**src/hw/rtl/cfe_pkg.sv**
```systemverilog
`default_nettype none

package cfe_pkg;

  // Byte and register widths fixed by the interface
  localparam int BYTE_W          = 8;
  localparam int FRAME_LEN_W     = 5;

  // Defaults
  localparam int MAX_PAYLOAD_DEF = 16;
  localparam int FRAME_LEN_RESET = 16;

  // COBS frame delimiter
  localparam logic [BYTE_W-1:0] DELIM_BYTE = 8'h00;

endpackage

`default_nettype wire

```
**src/hw/rtl/cfe_run_buf.sv**
```systemverilog
`default_nettype none

module cfe_run_buf
  import cfe_pkg::*;
#(
  parameter int MAX_PAYLOAD = MAX_PAYLOAD_DEF,
  localparam int IDX_W = (MAX_PAYLOAD > 1) ? $clog2(MAX_PAYLOAD) : 1
) (
  input  wire logic              clk,
  input  wire logic              wr_en,
  input  wire logic [IDX_W-1:0]  wr_addr,
  input  wire logic [BYTE_W-1:0] wr_data,
  input  wire logic [IDX_W-1:0]  rd_addr,
  output logic      [BYTE_W-1:0] rd_data
);

  logic [BYTE_W-1:0] mem [MAX_PAYLOAD];

  // Store run bytes as they arrive
  always_ff @(posedge clk) begin
    if (wr_en) begin
      mem[wr_addr] <= wr_data;
    end
  end

  // Registered read
  always_ff @(posedge clk) begin
    rd_data <= mem[rd_addr];
  end

endmodule

`default_nettype wire

```
**src/hw/rtl/cfe_seq.sv**
```systemverilog
`default_nettype none

module cfe_seq
  import cfe_pkg::*;
#(
  parameter int MAX_PAYLOAD = MAX_PAYLOAD_DEF,
  localparam int LEN_W = $clog2(MAX_PAYLOAD + 1),
  localparam int IDX_W = (MAX_PAYLOAD > 1) ? $clog2(MAX_PAYLOAD) : 1
) (
  input  wire logic              clk,
  input  wire logic              rst,
  input  wire logic [LEN_W-1:0]  eff_len,
  input  wire logic              data_valid,
  output logic                   data_stall,
  input  wire logic [BYTE_W-1:0] data_byte,
  output logic                   result_valid,
  input  wire logic              result_stall,
  output logic      [BYTE_W-1:0] out_byte,
  output logic                   burst_last,
  output logic                   frame_end
);

  typedef enum logic [1:0] {
    S_IDLE,
    S_CODE,
    S_RUN,
    S_DELIM
  } state_t;

  state_t            state;
  logic [LEN_W-1:0]  run_len;
  logic [LEN_W-1:0]  frame_count;
  logic [IDX_W-1:0]  idx;
  logic [1:0]        flushes;
  logic              closing;

  logic              load;
  logic [LEN_W-1:0]  cnt_next;
  logic              close_now;
  logic              byte_zero;
  logic              room;
  logic [1:0]        flushes_new;
  logic              idx_last;
  logic              wr_en;
  logic [IDX_W-1:0]  rd_addr;
  logic [BYTE_W-1:0] rd_data;

  // Output register is free or being emptied this cycle
  assign load = !result_valid || !result_stall;

  assign data_stall = (state != S_IDLE);

  // Frame and run bookkeeping for an incoming item
  assign cnt_next    = frame_count + LEN_W'(1);
  assign close_now   = (cnt_next >= eff_len);
  assign byte_zero   = (data_byte == '0);
  assign room        = (run_len < LEN_W'(MAX_PAYLOAD));
  assign flushes_new = 2'(byte_zero) + 2'(close_now);
  assign wr_en       = (state == S_IDLE) && data_valid && !byte_zero && room;

  assign idx_last = ((LEN_W'(idx) + LEN_W'(1)) == run_len);

  // Read address: prefetch the next run byte once the current one is loaded
  always_comb begin
    case (state)
      S_RUN:   rd_addr = load ? IDX_W'(idx + IDX_W'(1)) : idx;
      default: rd_addr = '0;
    endcase
  end

  cfe_run_buf #(
    .MAX_PAYLOAD(MAX_PAYLOAD)
  ) u_run_buf (
    .clk    (clk),
    .wr_en  (wr_en),
    .wr_addr(run_len[IDX_W-1:0]),
    .wr_data(data_byte),
    .rd_addr(rd_addr),
    .rd_data(rd_data)
  );

  // Sequencer and output register
  always_ff @(posedge clk) begin
    if (rst) begin
      state        <= S_IDLE;
      result_valid <= 1'b0;
      run_len      <= '0;
      frame_count  <= '0;
      idx          <= '0;
      flushes      <= '0;
      closing      <= 1'b0;
    end else begin
      case (state)
        S_IDLE: begin
          // Drop the held byte once it is taken
          if (load) begin
            result_valid <= 1'b0;
          end
          if (data_valid) begin
            frame_count <= close_now ? '0 : cnt_next;
            if (!byte_zero && room) begin
              run_len <= run_len + LEN_W'(1);
            end
            closing <= close_now;
            flushes <= flushes_new;
            if (flushes_new != 2'd0) begin
              state <= S_CODE;
            end
          end
        end
        S_CODE: begin
          if (load) begin
            result_valid <= 1'b1;
            out_byte     <= BYTE_W'(run_len) + BYTE_W'(1);
            frame_end    <= 1'b0;
            burst_last   <= (run_len == '0) && (flushes == 2'd1) && !closing;
            if (run_len != '0) begin
              idx   <= '0;
              state <= S_RUN;
            end else begin
              flushes <= flushes - 2'd1;
              if (flushes == 2'd1) begin
                state <= closing ? S_DELIM : S_IDLE;
              end
            end
          end
        end
        S_RUN: begin
          if (load) begin
            result_valid <= 1'b1;
            out_byte     <= rd_data;
            frame_end    <= 1'b0;
            burst_last   <= idx_last && (flushes == 2'd1) && !closing;
            if (idx_last) begin
              run_len <= '0;
              flushes <= flushes - 2'd1;
              if (flushes == 2'd1) begin
                state <= closing ? S_DELIM : S_IDLE;
              end else begin
                state <= S_CODE;
              end
            end else begin
              idx <= idx + IDX_W'(1);
            end
          end
        end
        S_DELIM: begin
          if (load) begin
            result_valid <= 1'b1;
            out_byte     <= DELIM_BYTE;
            frame_end    <= 1'b1;
            burst_last   <= 1'b1;
            state        <= S_IDLE;
          end
        end
        default: begin
          state <= S_IDLE;
        end
      endcase
    end
  end

endmodule

`default_nettype wire

```
**src/hw/rtl/cobs_frame_encoder.sv**
```systemverilog
`default_nettype none

// COBS encoder for fixed-length frames. Payload bytes enter one per item on
// the data channel; each run of non-zero bytes is held in a small buffer and
// goes out as a code byte (run length plus one) and the run when a zero byte
// arrives or the frame closes after frame_length bytes, the close adding a
// 0x00 delimiter flagged by frame_end. burst_last marks the last byte caused
// by one input item. A non-zero byte that does not close the frame produces
// nothing; otherwise the sequencer emits one byte per cycle while the result
// side does not stall, through a single output register, up to MAX_PAYLOAD + 2
// result bytes for one item. The data channel stalls until the last byte of an
// item is loaded. A frame_length of 0 acts as 1 and values above MAX_PAYLOAD
// act as MAX_PAYLOAD.

module cobs_frame_encoder
  import cfe_pkg::*;
#(
  parameter int MAX_PAYLOAD = MAX_PAYLOAD_DEF
) (
  input  wire logic                   clk,
  input  wire logic                   rst,
  input  wire logic                   cfg_valid,
  output logic                        cfg_ready,
  input  wire logic [FRAME_LEN_W-1:0] frame_length,
  input  wire logic                   data_valid,
  output logic                        data_stall,
  input  wire logic [BYTE_W-1:0]      data_byte,
  output logic                        result_valid,
  input  wire logic                   result_stall,
  output logic      [BYTE_W-1:0]      out_byte,
  output logic                        burst_last,
  output logic                        frame_end
);

  localparam int LEN_W = $clog2(MAX_PAYLOAD + 1);
  localparam logic [LEN_W-1:0] LEN_RESET = (FRAME_LEN_RESET > MAX_PAYLOAD) ?
                                           LEN_W'(MAX_PAYLOAD) : LEN_W'(FRAME_LEN_RESET);

  logic [LEN_W-1:0] eff_len;
  logic [LEN_W-1:0] len_clamped;

  assign cfg_ready = 1'b1;

  // Saturate the written length into the supported range
  always_comb begin
    if (frame_length == '0) begin
      len_clamped = LEN_W'(1);
    end else if (int'(frame_length) > MAX_PAYLOAD) begin
      len_clamped = LEN_W'(MAX_PAYLOAD);
    end else begin
      len_clamped = LEN_W'(frame_length);
    end
  end

  // Hold the effective frame length
  always_ff @(posedge clk) begin
    if (rst) begin
      eff_len <= LEN_RESET;
    end else if (cfg_valid && cfg_ready) begin
      eff_len <= len_clamped;
    end
  end

  cfe_seq #(
    .MAX_PAYLOAD(MAX_PAYLOAD)
  ) u_seq (
    .clk         (clk),
    .rst         (rst),
    .eff_len     (eff_len),
    .data_valid  (data_valid),
    .data_stall  (data_stall),
    .data_byte   (data_byte),
    .result_valid(result_valid),
    .result_stall(result_stall),
    .out_byte    (out_byte),
    .burst_last  (burst_last),
    .frame_end   (frame_end)
  );

endmodule

`default_nettype wire

```
**config.mk**
```make
export PLATFORM = sky130hd
export DESIGN_NAME = cobs_frame_encoder
export DESIGN_NICKNAME = d
export VERILOG_FILES = /design/src/hw/rtl/cfe_pkg.sv /design/src/hw/rtl/cfe_run_buf.sv /design/src/hw/rtl/cfe_seq.sv /design/src/hw/rtl/cobs_frame_encoder.sv
export SDC_FILE = /design/constraint.sdc
export NUM_CORES = 1
export LEC_CHECK = 0
export ABC_AREA = 1
export BUFFER_PORTS_ARGS = -buffer_cell sky130_fd_sc_hd__buf_2
export CORE_ASPECT_RATIO = 1.75
export CORE_MARGIN = 2
export CORE_UTILIZATION = 45
export CTS_CLUSTER_SIZE = 16
export DETAILED_ROUTE_END_ITERATION = 10
export PLACE_DENSITY = 0.71
export SLEW_MARGIN = 20
export SYNTH_ARGS = -nofsm -noshare
export SYNTH_HDL_FRONTEND = slang
export SYNTH_SLANG_ARGS = --single-unit
```
**constraint.sdc**
```tcl
create_clock -name clk -period 2.77 [get_ports clk]
set_input_delay 0.4155 -clock clk [delete_from_list [all_inputs] [get_ports clk]]
set_output_delay 0.4155 -clock clk [all_outputs]
set_load 0.02 [all_outputs]
```
==> out/results.txt, run 1 <==
die area: 0.01851 mm²
Final ANT Viol Nets: 0
Final nets: 888
worst slew pin tran: 0.8914 ns
Post-Syn Instances: 797
largest net degree at the start of global routing: 77
Hold Crit Endpoint: eff_len[2]
CP most frequent cell: nand2_1
Worst R2R Setup Slack: 0.30 ns
CP Class: reg -> reg
Slew Limit Fails: 0
most common cell after layout, fill and taps aside: nand2_1
VDD IR-drop max: 0.6085 mV
diode count: 0
Hold Path Origin: frame_length[2]
Combinational Power Share: 27.8%
Synth cell types: 38
Die Height: 178.5 µm
internal power: 5.029 mW
NetSw: 2.714 mW
CTS root buffer: clkbuf_16
FF-to-FF End: u_seq.state[0]
Tot GR Track Use: 20.96%
layout cells sized above 1: 14.22%
Seq/Total Area, Yosys: 61.36%
DRT Wirelength: 18640 µm
CTS H-tree lvls: 4
slowest CP cell: dfxtp_2
Leak: 3.832 nW
hold crit path type: in -> reg
EDFF count, synth: 138
max cap viols: 0
hpwl dp: 13180 µm
Sink Count: 171
area leader, netlist: edfxtp_1
initial antenna violation count: 0
Worst-Skew Late Latency: 0.42 ns
routed len/inst: 17.07 µm
gr ovfl total: 0
Worst Setup End Kind: flip-flop
Largest delay share family, worst path: simple AND/OR/NAND/NOR gates
Seq pwr share: 42.6%
Port Buffer Count: 29
clock-pin slew on the worst setup and hold paths: 0.07 ns
area of the multi-input gates: 0.002492 mm²
Iteration-0 DRC Markers: 325
Non-Filler Instances: 1092
FF/Latch Area: 0.004806 mm²
share of flip-flops with an asynchronous set or reset: 0%
synthesis warning total: 0
Primary FF master, synth: edfxtp_1
final setup fails: 0
# fillers: 1570
maximum root-to-sink buffer count: 2
CP peak stage delay: 0.36 ns
commonest non-fill, non-tap cells in the layout: nand2_1 (242), edfxtp_1 (138), inv_1 (98)
WP buf/inv: 1
# rows: 63
CP Data Arrival Time: 2.79 ns
final hold vios: 0
Die X: 103.7 µm
final setup TNS: 0 ns
Clock Skew: 0.007608 ns
Post-CTS Setup Bufs: 0
top-area cell type share of the netlist area: 52.92%
via count: 5608
vias in the first global route: 5568
Tcrit/Tclk final: 89.10%
routability cong.: 0.9126
TritonCTS clock tree: built
status: finished clean
Via density: 5.136
Crit path required time: 3.09 ns
post-synthesis register bit count: 171
Post-Syn Nets: 833
pwr dens: 864.1 mW/mm²
reg2reg start: u_seq.frame_count[0]
crit path cell chain: ha_1, nand3_1, xnor2_1, ha_1, nand2_1, o21a_1, nand3_1, inv_1, ha_1, nand2_1, nand2_1, nor3_2, nand2_1, nor3_1, nor2_1
Clk network pwr share: 29.6%
post-cts sizing count: 0
RSZ-0062 raised after global routing: no
crit-path max FO: 4
Num CTS Buffers: 17
sw frac: 35.05%
max_slew headroom: 40.35%
maximum clock frequency: 405.2 MHz
Cell Area, Synth: 0.007830 mm²
synth top area cells: edfxtp_1 (53%), nand2_1 (12%), dfxtp_1 (8.4%), inv_1 (4.7%), nor2_1 (3.7%)
DP Cell Count: 1060
# DRC: 0
io pins: 31
core area: 0.01703 mm²
Worst R2R Path Depth: 15
Initial Utilization: 45.99%
hold path cells: 3
startpoint types: flip-flop
syn_area_per_cell: 9.824 µm²
TritonRoute pass-1 iters: 4
clock period minus worst slack: 2.468 ns
area added between synthesis and finish: 14.45%
first-pass GRT wire length: 29040 µm
number of hold buffers added after CTS: 0
[sequential cells by signal, summed over array words and instances, names as in the netlist, 4 cells and up]
signal / count
u_seq.u_run_buf.mem: 128
u_seq.out_byte: 8
u_seq.u_run_buf.rd_data: 8
eff_len: 5
u_seq.frame_count: 5
u_seq.run_len: 5
u_seq.idx: 4
[Yosys cell counts (3+ instances only)]
cell type and count:
o21ai_0 21, o211ai_2 10, o211ai_1 30, dfxtp_1 33, xnor2_1 3, nand2_1 242, ha_1 18, buf_2 18
nand2_4 3, nand4_1 10, buf_4 4, inv_1 99, a21oi_1 16, inv_2 3, nor3_1 4, edfxtp_1 138
nand3_1 40, nor2_1 77
[area by class of cell]
cell class / instances / share of cell area (%)
inverters: 103 / 4.384
repair buffers: 63 / 4.608
multi-input cells: 496 / 27.81
clock inverters: 14 / 1.368
clock buffers: 18 / 5.027
flip-flops and latches: 171 / 53.63
well taps: 227 / 3.170
[kinds of logic (layout without fill, tap and decap cells)]
family	count (synthesis)	after routing	share of synthesized area, %
compound gates	90	90	8.246
xor+xnor	5	5	0.5594
fa+ha+maj	18	18	2.876
buf+inv	130	198	6.935
flops	171	171	61.36
other cells	1	1	0.04789
simple gates	382	382	19.97
[per-layer routing]
| metal | GRT usage (%) | share of wire (%) | vias up |
|---|---|---|---|
| met3 | 3.873 | 4.2 | 41 |
| met5 | 0 | 0 | - |
| met1 | 20.59 | 35 | 2644 |
| met2 | 41.09 | 57 | 167 |
| li1 | - | - | 2756 |
| met4 | 11.37 | 4.5 | 0 |
[power groups by stage]
stage	Combinational (mW)	Sequential (mW)	Clock [mW]
after floorplan	1.54	3.26	0
after global placement	2.09	3.35	0
after detailed placement	2.13	3.35	0
after CTS	2.15	3.30	2.32
after global routing	2.43	3.32	2.43
final	2.16	3.30	2.29
[worst max path at each step]
stage	start	to	slack (ns)	cells after the start
final	u_seq.frame_count[0]	u_seq.state[0]	0.30	15
after global routing	u_seq.frame_count[1]	u_seq.state[1]	0.04	17
after CTS	u_seq.state[0]	u_seq.u_run_buf.rd_data[0]	0.22	12
after detailed placement	u_seq.state[0]	u_seq.u_run_buf.rd_data[0]	0.23	12
after global placement	u_seq.state[0]	u_seq.u_run_buf.rd_data[0]	0.31	12
after floorplan	u_seq.frame_count[0]	u_seq.state[0]	0.50	15
[per-stage QoR]
| stage | cell area [µm²] | util, % | hold WS (ns) | setup slack [ns] | total power [mW] |
|---|---|---|---|---|---|
| finish | 8961 | 52.63 | 0.2479 | 0.3020 | 7.743 |
| global placement | 8378 | 49.21 | 0.4532 | 0.3136 | 5.442 |
| global route | 8961 | 52.63 | 0.2395 | 0.03966 | 8.178 |
| detailed placement | 8378 | 49.21 | 0.4563 | 0.2302 | 5.478 |
| floorplan | 7830 | - | 0.4438 | 0.4975 | 4.801 |
| CTS | 8951 | 52.57 | 0.2318 | 0.2185 | 7.759 |
[worst min-delay path, delay by kind of cell]
family	cells	cell delay [ns]
AND/OR/NAND/NOR	1	0.06
buffers and inverters	1	0.10
AO/OA/AOI/OAI	1	0.05
Power figures use the tool's default switching activity.
==> inputs of run 2 (changes only) <==
--- a/config.mk
+++ b/config.mk
@@ -5,14 +5,14 @@
 export SDC_FILE = /design/constraint.sdc
 export NUM_CORES = 1
 export LEC_CHECK = 0
-export ABC_AREA = 1
+export ABC_AREA = 0
 export BUFFER_PORTS_ARGS = -buffer_cell sky130_fd_sc_hd__buf_2
 export CORE_ASPECT_RATIO = 1.75
 export CORE_MARGIN = 2
-export CORE_UTILIZATION = 45
+export CORE_UTILIZATION = 35
 export CTS_CLUSTER_SIZE = 16
 export DETAILED_ROUTE_END_ITERATION = 10
-export PLACE_DENSITY = 0.71
+export PLACE_DENSITY = 0.6
 export SLEW_MARGIN = 20
 export SYNTH_ARGS = -nofsm -noshare
 export SYNTH_HDL_FRONTEND = slang
==> run 2 against run 1 <==
  * Maximum frequency shrank 5.5%
  * Sequential share of layout area grew 2.4 points
  * Non-clock buffer count grew 8
  * Critical path depth shrank 3
  * Global-route usage shrank 5.0 points
  * Largest power group unchanged
  * Worst hold slack lost 0.0086 ns
  * Core utilization shrank 10 points
  * Clock skew grew 0.0038 ns
  * First-iteration DRC count grew 18%
  * Synthesized area shrank 7.4%
  * Flip-flop and latch count is the same
==> out/results.txt, run 2 <==
status: finished clean
number of hold buffers added after CTS: 0 (unchanged)
Final nets: 583 (-34%)
TritonCTS clock tree: built
commonest non-fill, non-tap cells in the layout: edfxtp_1 (138), buf_4 (39), dfxtp_1 (33)
Clock Skew: 0.01138 ns (+0.003775 ns)
largest net degree at the start of global routing: 33 (-57%)
Sink Count: 171 (unchanged)
CTS root buffer: clkbuf_16
CP Data Arrival Time: 2.93 ns (+0.14 ns)
Primary FF master, synth: edfxtp_1
TritonRoute pass-1 iters: 5 (+1)
layout cells sized above 1: 24.82% (+11 points)
Tot GR Track Use: 15.93% (-5.0 points)
VDD IR-drop max: 0.4551 mV (-25%)
max FFs per register: 128 (unchanged)
routed len/inst: 20.68 µm (+21%)
Worst Setup End Kind: flip-flop
CP Class: reg -> reg
final setup fails: 0 (unchanged)
Port Buffer Count: 29 (unchanged)
area leader, netlist: edfxtp_1
vias in the first global route: 4533 (-19%)
Non-Filler Instances: 808 (-26%)
diode count: 0 (unchanged)
DP Cell Count: 776 (-27%)
share of flip-flops with an asynchronous set or reset: 0% (unchanged)
routed wl met2: 8881 µm (-16%)
Synth cell types: 49 (+29%)
final setup TNS: 0 ns (unchanged)
Post-Syn Instances: 478 (-40%)
routability cong.: 0.9348 (+2.4%)
Die Height: 194.4 µm (+8.9%)
most common cell after layout, fill and taps aside: edfxtp_1
pwr dens: 680.3 mW/mm² (-21%)
first-pass GRT wire length: 25940 µm (-11%)
Post-Syn Nets: 514 (-38%)
gr ovfl total: 0 (unchanged)
# DRC: 0 (unchanged)
Num CTS Buffers: 17 (unchanged)
post-cts sizing count: 0 (unchanged)
clock period minus worst slack: 2.613 ns (+0.1450 ns)
via count: 4395 (-22%)
Worst R2R Setup Slack: 0.16 ns (-0.15 ns)
EDFF count, synth: 138 (unchanged)
io pins: 31 (unchanged)
Worst-Skew Late Latency: 0.44 ns (+0.02 ns)
max cap viols: 0 (unchanged)
DRT Wirelength: 16710 µm (-10%)
core area: 0.02029 mm² (+19%)
Initial Utilization: 35.73% (-10 points)
most flop-heavy register: u_seq.u_run_buf.mem
synthesis warning total: 0 (unchanged)
post-synthesis register bit count: 171 (unchanged)
Placement Setup Slack: 0.1678 ns (-0.06243 ns)
initial antenna violation count: 0 (unchanged)
Post-CTS Setup Bufs: 0 (unchanged)
maximum clock frequency: 382.7 MHz (-5.5%)
Tcrit/Tclk final: 94.33% (+5.2 points)
Final ANT Viol Nets: 0 (unchanged)
final hold vios: 0 (unchanged)
routed length on met3: 809 µm (+4.3%)
worst slew pin tran: 0.6014 ns (-0.2901 ns)
area of the multi-input gates: 0.002283 mm² (-8.4%)
# rows: 69 (+9.5%)
Crit path required time: 3.08 ns (about the same)
RSZ-0062 raised after global routing: no
Regs by FF count: u_seq.u_run_buf.mem x128, u_seq.out_byte x8, u_seq.u_run_buf.rd_data x8
FF/Latch Area: 0.004805 mm² (about the same)
area added between synthesis and finish: 18.26%
die area: 0.02192 mm² (+18%)
Final WS setup: 0.1569 ns (-0.1450 ns)
top-count cell post-synth: edfxtp_1
maximum root-to-sink buffer count: 2 (unchanged)
# fillers: 1807 (+15%)
startpoint types: flip-flop
Slew Limit Fails: 0 (unchanged)
crit-path max FO: 5 (+1)
Commonest cells post-synth: edfxtp_1 (138), dfxtp_1 (33), mux4_2 (32), nor2_1 (32), nand2_1 (29)
clock-pin slew on the worst setup and hold paths: 0.07 ns (about the same)
Via density: 5.439 (+5.9%)
metal1 wirelength: 6333 µm (-2.1%)
max_slew headroom: 59.60% (+19 points)
Top Metal Used: met4
top-area cell type share of the netlist area: 57.16% (+4.2 points)
CTS H-tree lvls: 4 (unchanged)
Seq/Total Area, Yosys: 66.28% (+4.9 points)
Die X: 112.8 µm (+8.7%)
hold crit path type: in -> reg
Leak: 3.121 nW (-19%)
Cell Area, Synth: 0.007249 mm² (-7.4%)
Iteration-0 DRC Markers: 382 (+18%)
hpwl dp: 11670 µm (-11%)
synth top area cells: edfxtp_1 (57%), mux4_2 (9.9%), dfxtp_1 (9.1%), mux2i_1 (3.5%), ha_1 (3.1%)
syn_area_per_cell: 15.17 µm² (+54%)
-- run 2: cell count changes after synthesis, moves of 7 or more --
cell / delta
mux2i_1: +25
inv_1: -79
buf_2: -13
nand3_1: -29
clkbuf_1: +14
o21ai_0: -7
nand2_1: -213
nor2_1: -45
o211ai_1: -27
o211ai_2: -10
nand4_1: -8
mux4_2: +32
-- run 2: layout make-up --
class	instances	area share [%]
Clock buffer	18	5.006
Clock inverter	14	2.014
Inverter	20	0.8757
Multi-Input combinational cell	266	26.63
Sequential cell	171	56.04
Tap cell	248	3.619
Timing Repair Buffer	71	5.809
-- run 2: logic make-up (layout without fill, tap and decap cells) --
family / after synthesis / after routing / share of synthesized area (%)
DFF: 171 / 171 / 66.28
and+or+nand+nor: 109 / 109 / 7.076
AOI/OAI and AO/OA: 67 / 67 / 6.145
muxes: 57 / 57 / 13.39
buffers and inverters: 41 / 123 / 2.261
adders and majority gates: 18 / 18 / 3.107
xor gates and xnor gates: 14 / 14 / 1.691
other: 1 / 1 / 0.05173
-- run 2: metrics by stage --
step                power (mW)  cell area (µm²)  util, %  hold slack, ns
global route             6.039             8573    42.26          0.2597
finish                   5.832             8573    42.26          0.2393
CTS                      5.871             8573    42.26          0.2274
detailed placement       3.485             7971    39.29          0.4596
floorplan                3.260             7249        -          0.4437
global placement         3.460             7971    39.29          0.4511
-- run 2: critical path, stage by stage (launching register included) --
cell      delay [ns]
dfxtp_1         0.40
ha_1            0.26
nand3_1         0.12
xnor2_1         0.17
ha_1            0.31
nand2_1         0.06
o21a_1          0.20
ha_1            0.20
nand2b_1        0.13
a222oi_1        0.24
buf_4           0.19
mux2i_1         0.17
nor2_1          0.05
-- run 2: per-layer routing --
layer | vias up | track usage, %
li1 | 1979 | -
met1 | 2204 | 18.16
met2 | 163 | 27.90
met3 | 49 | 3.118
met4 | 0 | 8.356
met5 | - | 0
-- run 2: path summary, 6_finish.rpt --
kind / start / endpoint / depth (start not counted)
worst min register to register: u_seq.frame_count[4] / u_seq.frame_count[4] / 2
worst min-delay path: frame_length[3] / eff_len[3] / 3
worst max register to register: u_seq.frame_count[0] / u_seq.state[1] / 12
worst max-delay path: u_seq.frame_count[0] / u_seq.state[1] / 12
-- run 2: power by group --
group / switching (mW) / internal [mW] / leakage [nW] / total (mW)
Clock: 1.11 / 1.30 / 0.292 / 2.40
Sequential: 0.0433 / 2.87 / 1.52 / 2.91
Combinational: 0.329 / 0.190 / 1.31 / 0.519
Total: 1.48 / 4.35 / 3.12 / 5.83
==> inputs of run 3 (changes only) <==
--- a/config.mk
+++ b/config.mk
@@ -12,6 +12,7 @@
 export CORE_UTILIZATION = 35
 export CTS_CLUSTER_SIZE = 16
 export DETAILED_ROUTE_END_ITERATION = 10
+export GPL_TIMING_DRIVEN = 0
 export PLACE_DENSITY = 0.6
 export SLEW_MARGIN = 20
 export SYNTH_ARGS = -nofsm -noshare
==> run 3 against run 2 <==
  * Sequential power about the same
  * Clock-buffer cell count down 1
  * Clock skew up 0.0014 ns
  * Combinational power up 4.8%
  * Clock power down 3%
  * Final cell count down 1.9%
  * Worst hold slack better by 0.0030 ns
  * First-iteration DRC count down 2.1%
  * Critical path type unchanged
  * Largest power group unchanged
==> out/results.txt, run 3 (synthesized netlist as in run 2, its figures left out) <==
diode count: 0 (unchanged)
maximum clock frequency: 379.3 MHz (-0.88%)
CP Class: reg -> reg
routed len/inst: 20.79 µm (+0.53%)
clock-pin slew on the worst setup and hold paths: 0.07 ns (about the same)
DRT Wirelength: 16480 µm (-1.3%)
routability cong.: 0.9033 (-3.4%)
gr ovfl total: 0 (unchanged)
Final WS setup: 0.1338 ns (-0.02313 ns)
hpwl dp: 11500 µm (-1.4%)
Num CTS Buffers: 17 (unchanged)
TritonRoute pass-1 iters: 5 (unchanged)
startpoint types: flip-flop
VDD IR-drop max: 0.3792 mV (-17%)
number of hold buffers added after CTS: 0 (unchanged)
FF/Latch Area: 0.004807 mm² (about the same)
Slew Limit Fails: 0 (unchanged)
largest net degree at the start of global routing: 20 (-39%)
most common cell after layout, fill and taps aside: edfxtp_1
Crit. Startpoint: u_seq.frame_count[0]
final setup TNS: 0 ns (unchanged)
max cap viols: 0 (unchanged)
Via density: 5.398 (-0.75%)
commonest non-fill, non-tap cells in the layout: edfxtp_1 (138), buf_2 (32), mux4_2 (32)
Worst-Skew Late Latency: 0.42 ns (-0.02 ns)
die area: 0.02192 mm² (unchanged)
Die Height: 194.4 µm (unchanged)
layout cells sized above 1: 26.24% (+1.4 points)
crit-path max FO: 9 (+4)
CTS root buffer: clkbuf_16
max_slew headroom: 34.05% (-26 points)
Regs by FF count: u_seq.u_run_buf.mem x128, u_seq.out_byte x8, u_seq.u_run_buf.rd_data x8
via count: 4281 (-2.6%)
initial antenna violation count: 0 (unchanged)
Placement Setup Slack: -0.4377 ns (-0.6055 ns)
pwr dens: 672.2 mW/mm² (-1.2%)
first-pass GRT wire length: 25450 µm (-1.9%)
final hold vios: 0 (unchanged)
DP Cell Count: 754 (-2.8%)
vias in the first global route: 4548 (+0.33%)
# fillers: 1802 (-0.28%)
Leak: 2.991 nW (-4.2%)
status: finished clean
Initial Utilization: 35.73% (unchanged)
Clock Skew: 0.01279 ns (+0.001404 ns)
Final ANT Viol Nets: 0 (unchanged)
Non-Filler Instances: 793 (-1.9%)
maximum root-to-sink buffer count: 2 (unchanged)
clock period minus worst slack: 2.636 ns (+0.02313 ns)
CP Data Arrival Time: 2.92 ns (about the same)
core area: 0.02029 mm² (unchanged)
max FFs per register: 128 (unchanged)
dpl cell area: 0.007725 mm² (-3.1%)
Final nets: 568 (-2.6%)
final setup fails: 0 (unchanged)
Crit path required time: 3.06 ns (-0.02 ns)
Tot GR Track Use: 15.53% (-0.40 points)
io pins: 31 (unchanged)
Tcrit/Tclk final: 95.17% (+0.83 points)
most flop-heavy register: u_seq.u_run_buf.mem
Port Buffer Count: 28 (-3.4%)
Iteration-0 DRC Markers: 374 (-2.1%)
reg2reg start: u_seq.frame_count[0]
hold crit path type: in -> reg
area added between synthesis and finish: 18.80%
TritonCTS clock tree: built
Die X: 112.8 µm (unchanged)
Worst Setup End Kind: flip-flop
Hold Path Origin: frame_length[1]
final instance area: 0.008612 mm² (+0.45%)
worst slew pin tran: 0.9856 ns (+0.3842 ns)
# rows: 69 (unchanged)
Layout Utilization: 42.45% (+0.19 points)
CTS H-tree lvls: 4 (unchanged)
# DRC: 0 (unchanged)
area of the multi-input gates: 0.002464 mm² (+7.9%)
Sink Count: 171 (unchanged)
[run 3: cell type report]
| class | count | area share, % |
|---|---|---|
| buffer | 19 | 1.032 |
| clock inverter | 15 | 1.990 |
| multi-input combinational | 266 | 28.61 |
| timing repair buffer | 37 | 3.138 |
| clock buffer | 17 | 4.940 |
| inverter | 20 | 0.8717 |
| sequential | 171 | 55.82 |
| tap | 248 | 3.603 |
[run 3: path summary, 6_finish.rpt]
check | end | slack, ns | cells past startpoint
worst max-delay path | u_seq.state[1] | 0.13 | 12
worst min-delay path | eff_len[1] | 0.24 | 3
worst max register to register | u_seq.state[1] | 0.13 | 12
worst min register to register | u_seq.frame_count[4] | 0.47 | 2
[run 3: report_power, final]
group	total [mW]	leakage, nW	switching (mW)	internal, mW
combinational	0.544	1.19	0.340	0.205
sequential	2.91	1.52	0.0456	2.87
clock	2.33	0.285	1.12	1.22
total	5.79	2.99	1.50	4.29
[run 3: repair_timing]
item,CTS,global route
pin swaps,1,5
gates resized for setup,19,32
buffers inserted,1,8
setup endpoints to repair,130,131
[run 3: stage by stage]
step / hold slack (ns) / total power [mW]
5_1_grt: 0.2785 / 5.975
4_1_cts: 0.2326 / 5.755
3_5_place_dp: 0.4640 / 3.436
3_3_place_gp: 0.4561 / 3.418
6_report: 0.2423 / 5.789
2_1_floorplan: 0.4437 / 3.260
[run 3: routing by layer]
metal / GRT usage, % / share of wire [%] / wire length [µm] / vias up
met1: 16.26 / 37 / 6051 / 2195
met2: 28.96 / 57 / 9331 / 112
li1: - / - / - / 1945
met4: 7.678 / 3.4 / 559 / 0
met5: 0 / 0 / 0 / -
met3: 3.087 / 3.3 / 541 / 29
[run 3: critical path: stages, from the launching register on]
cell and delay [ns]:
dfxtp_2 0.39, ha_4 0.18, nand3_1 0.10, xnor2_1 0.17, ha_1 0.30, nand2_1 0.07
o21a_4 0.24, ha_1 0.20, nand2b_1 0.15, a222oi_1 0.26, buf_4 0.19, mux2i_2 0.21
nor2_1 0.05
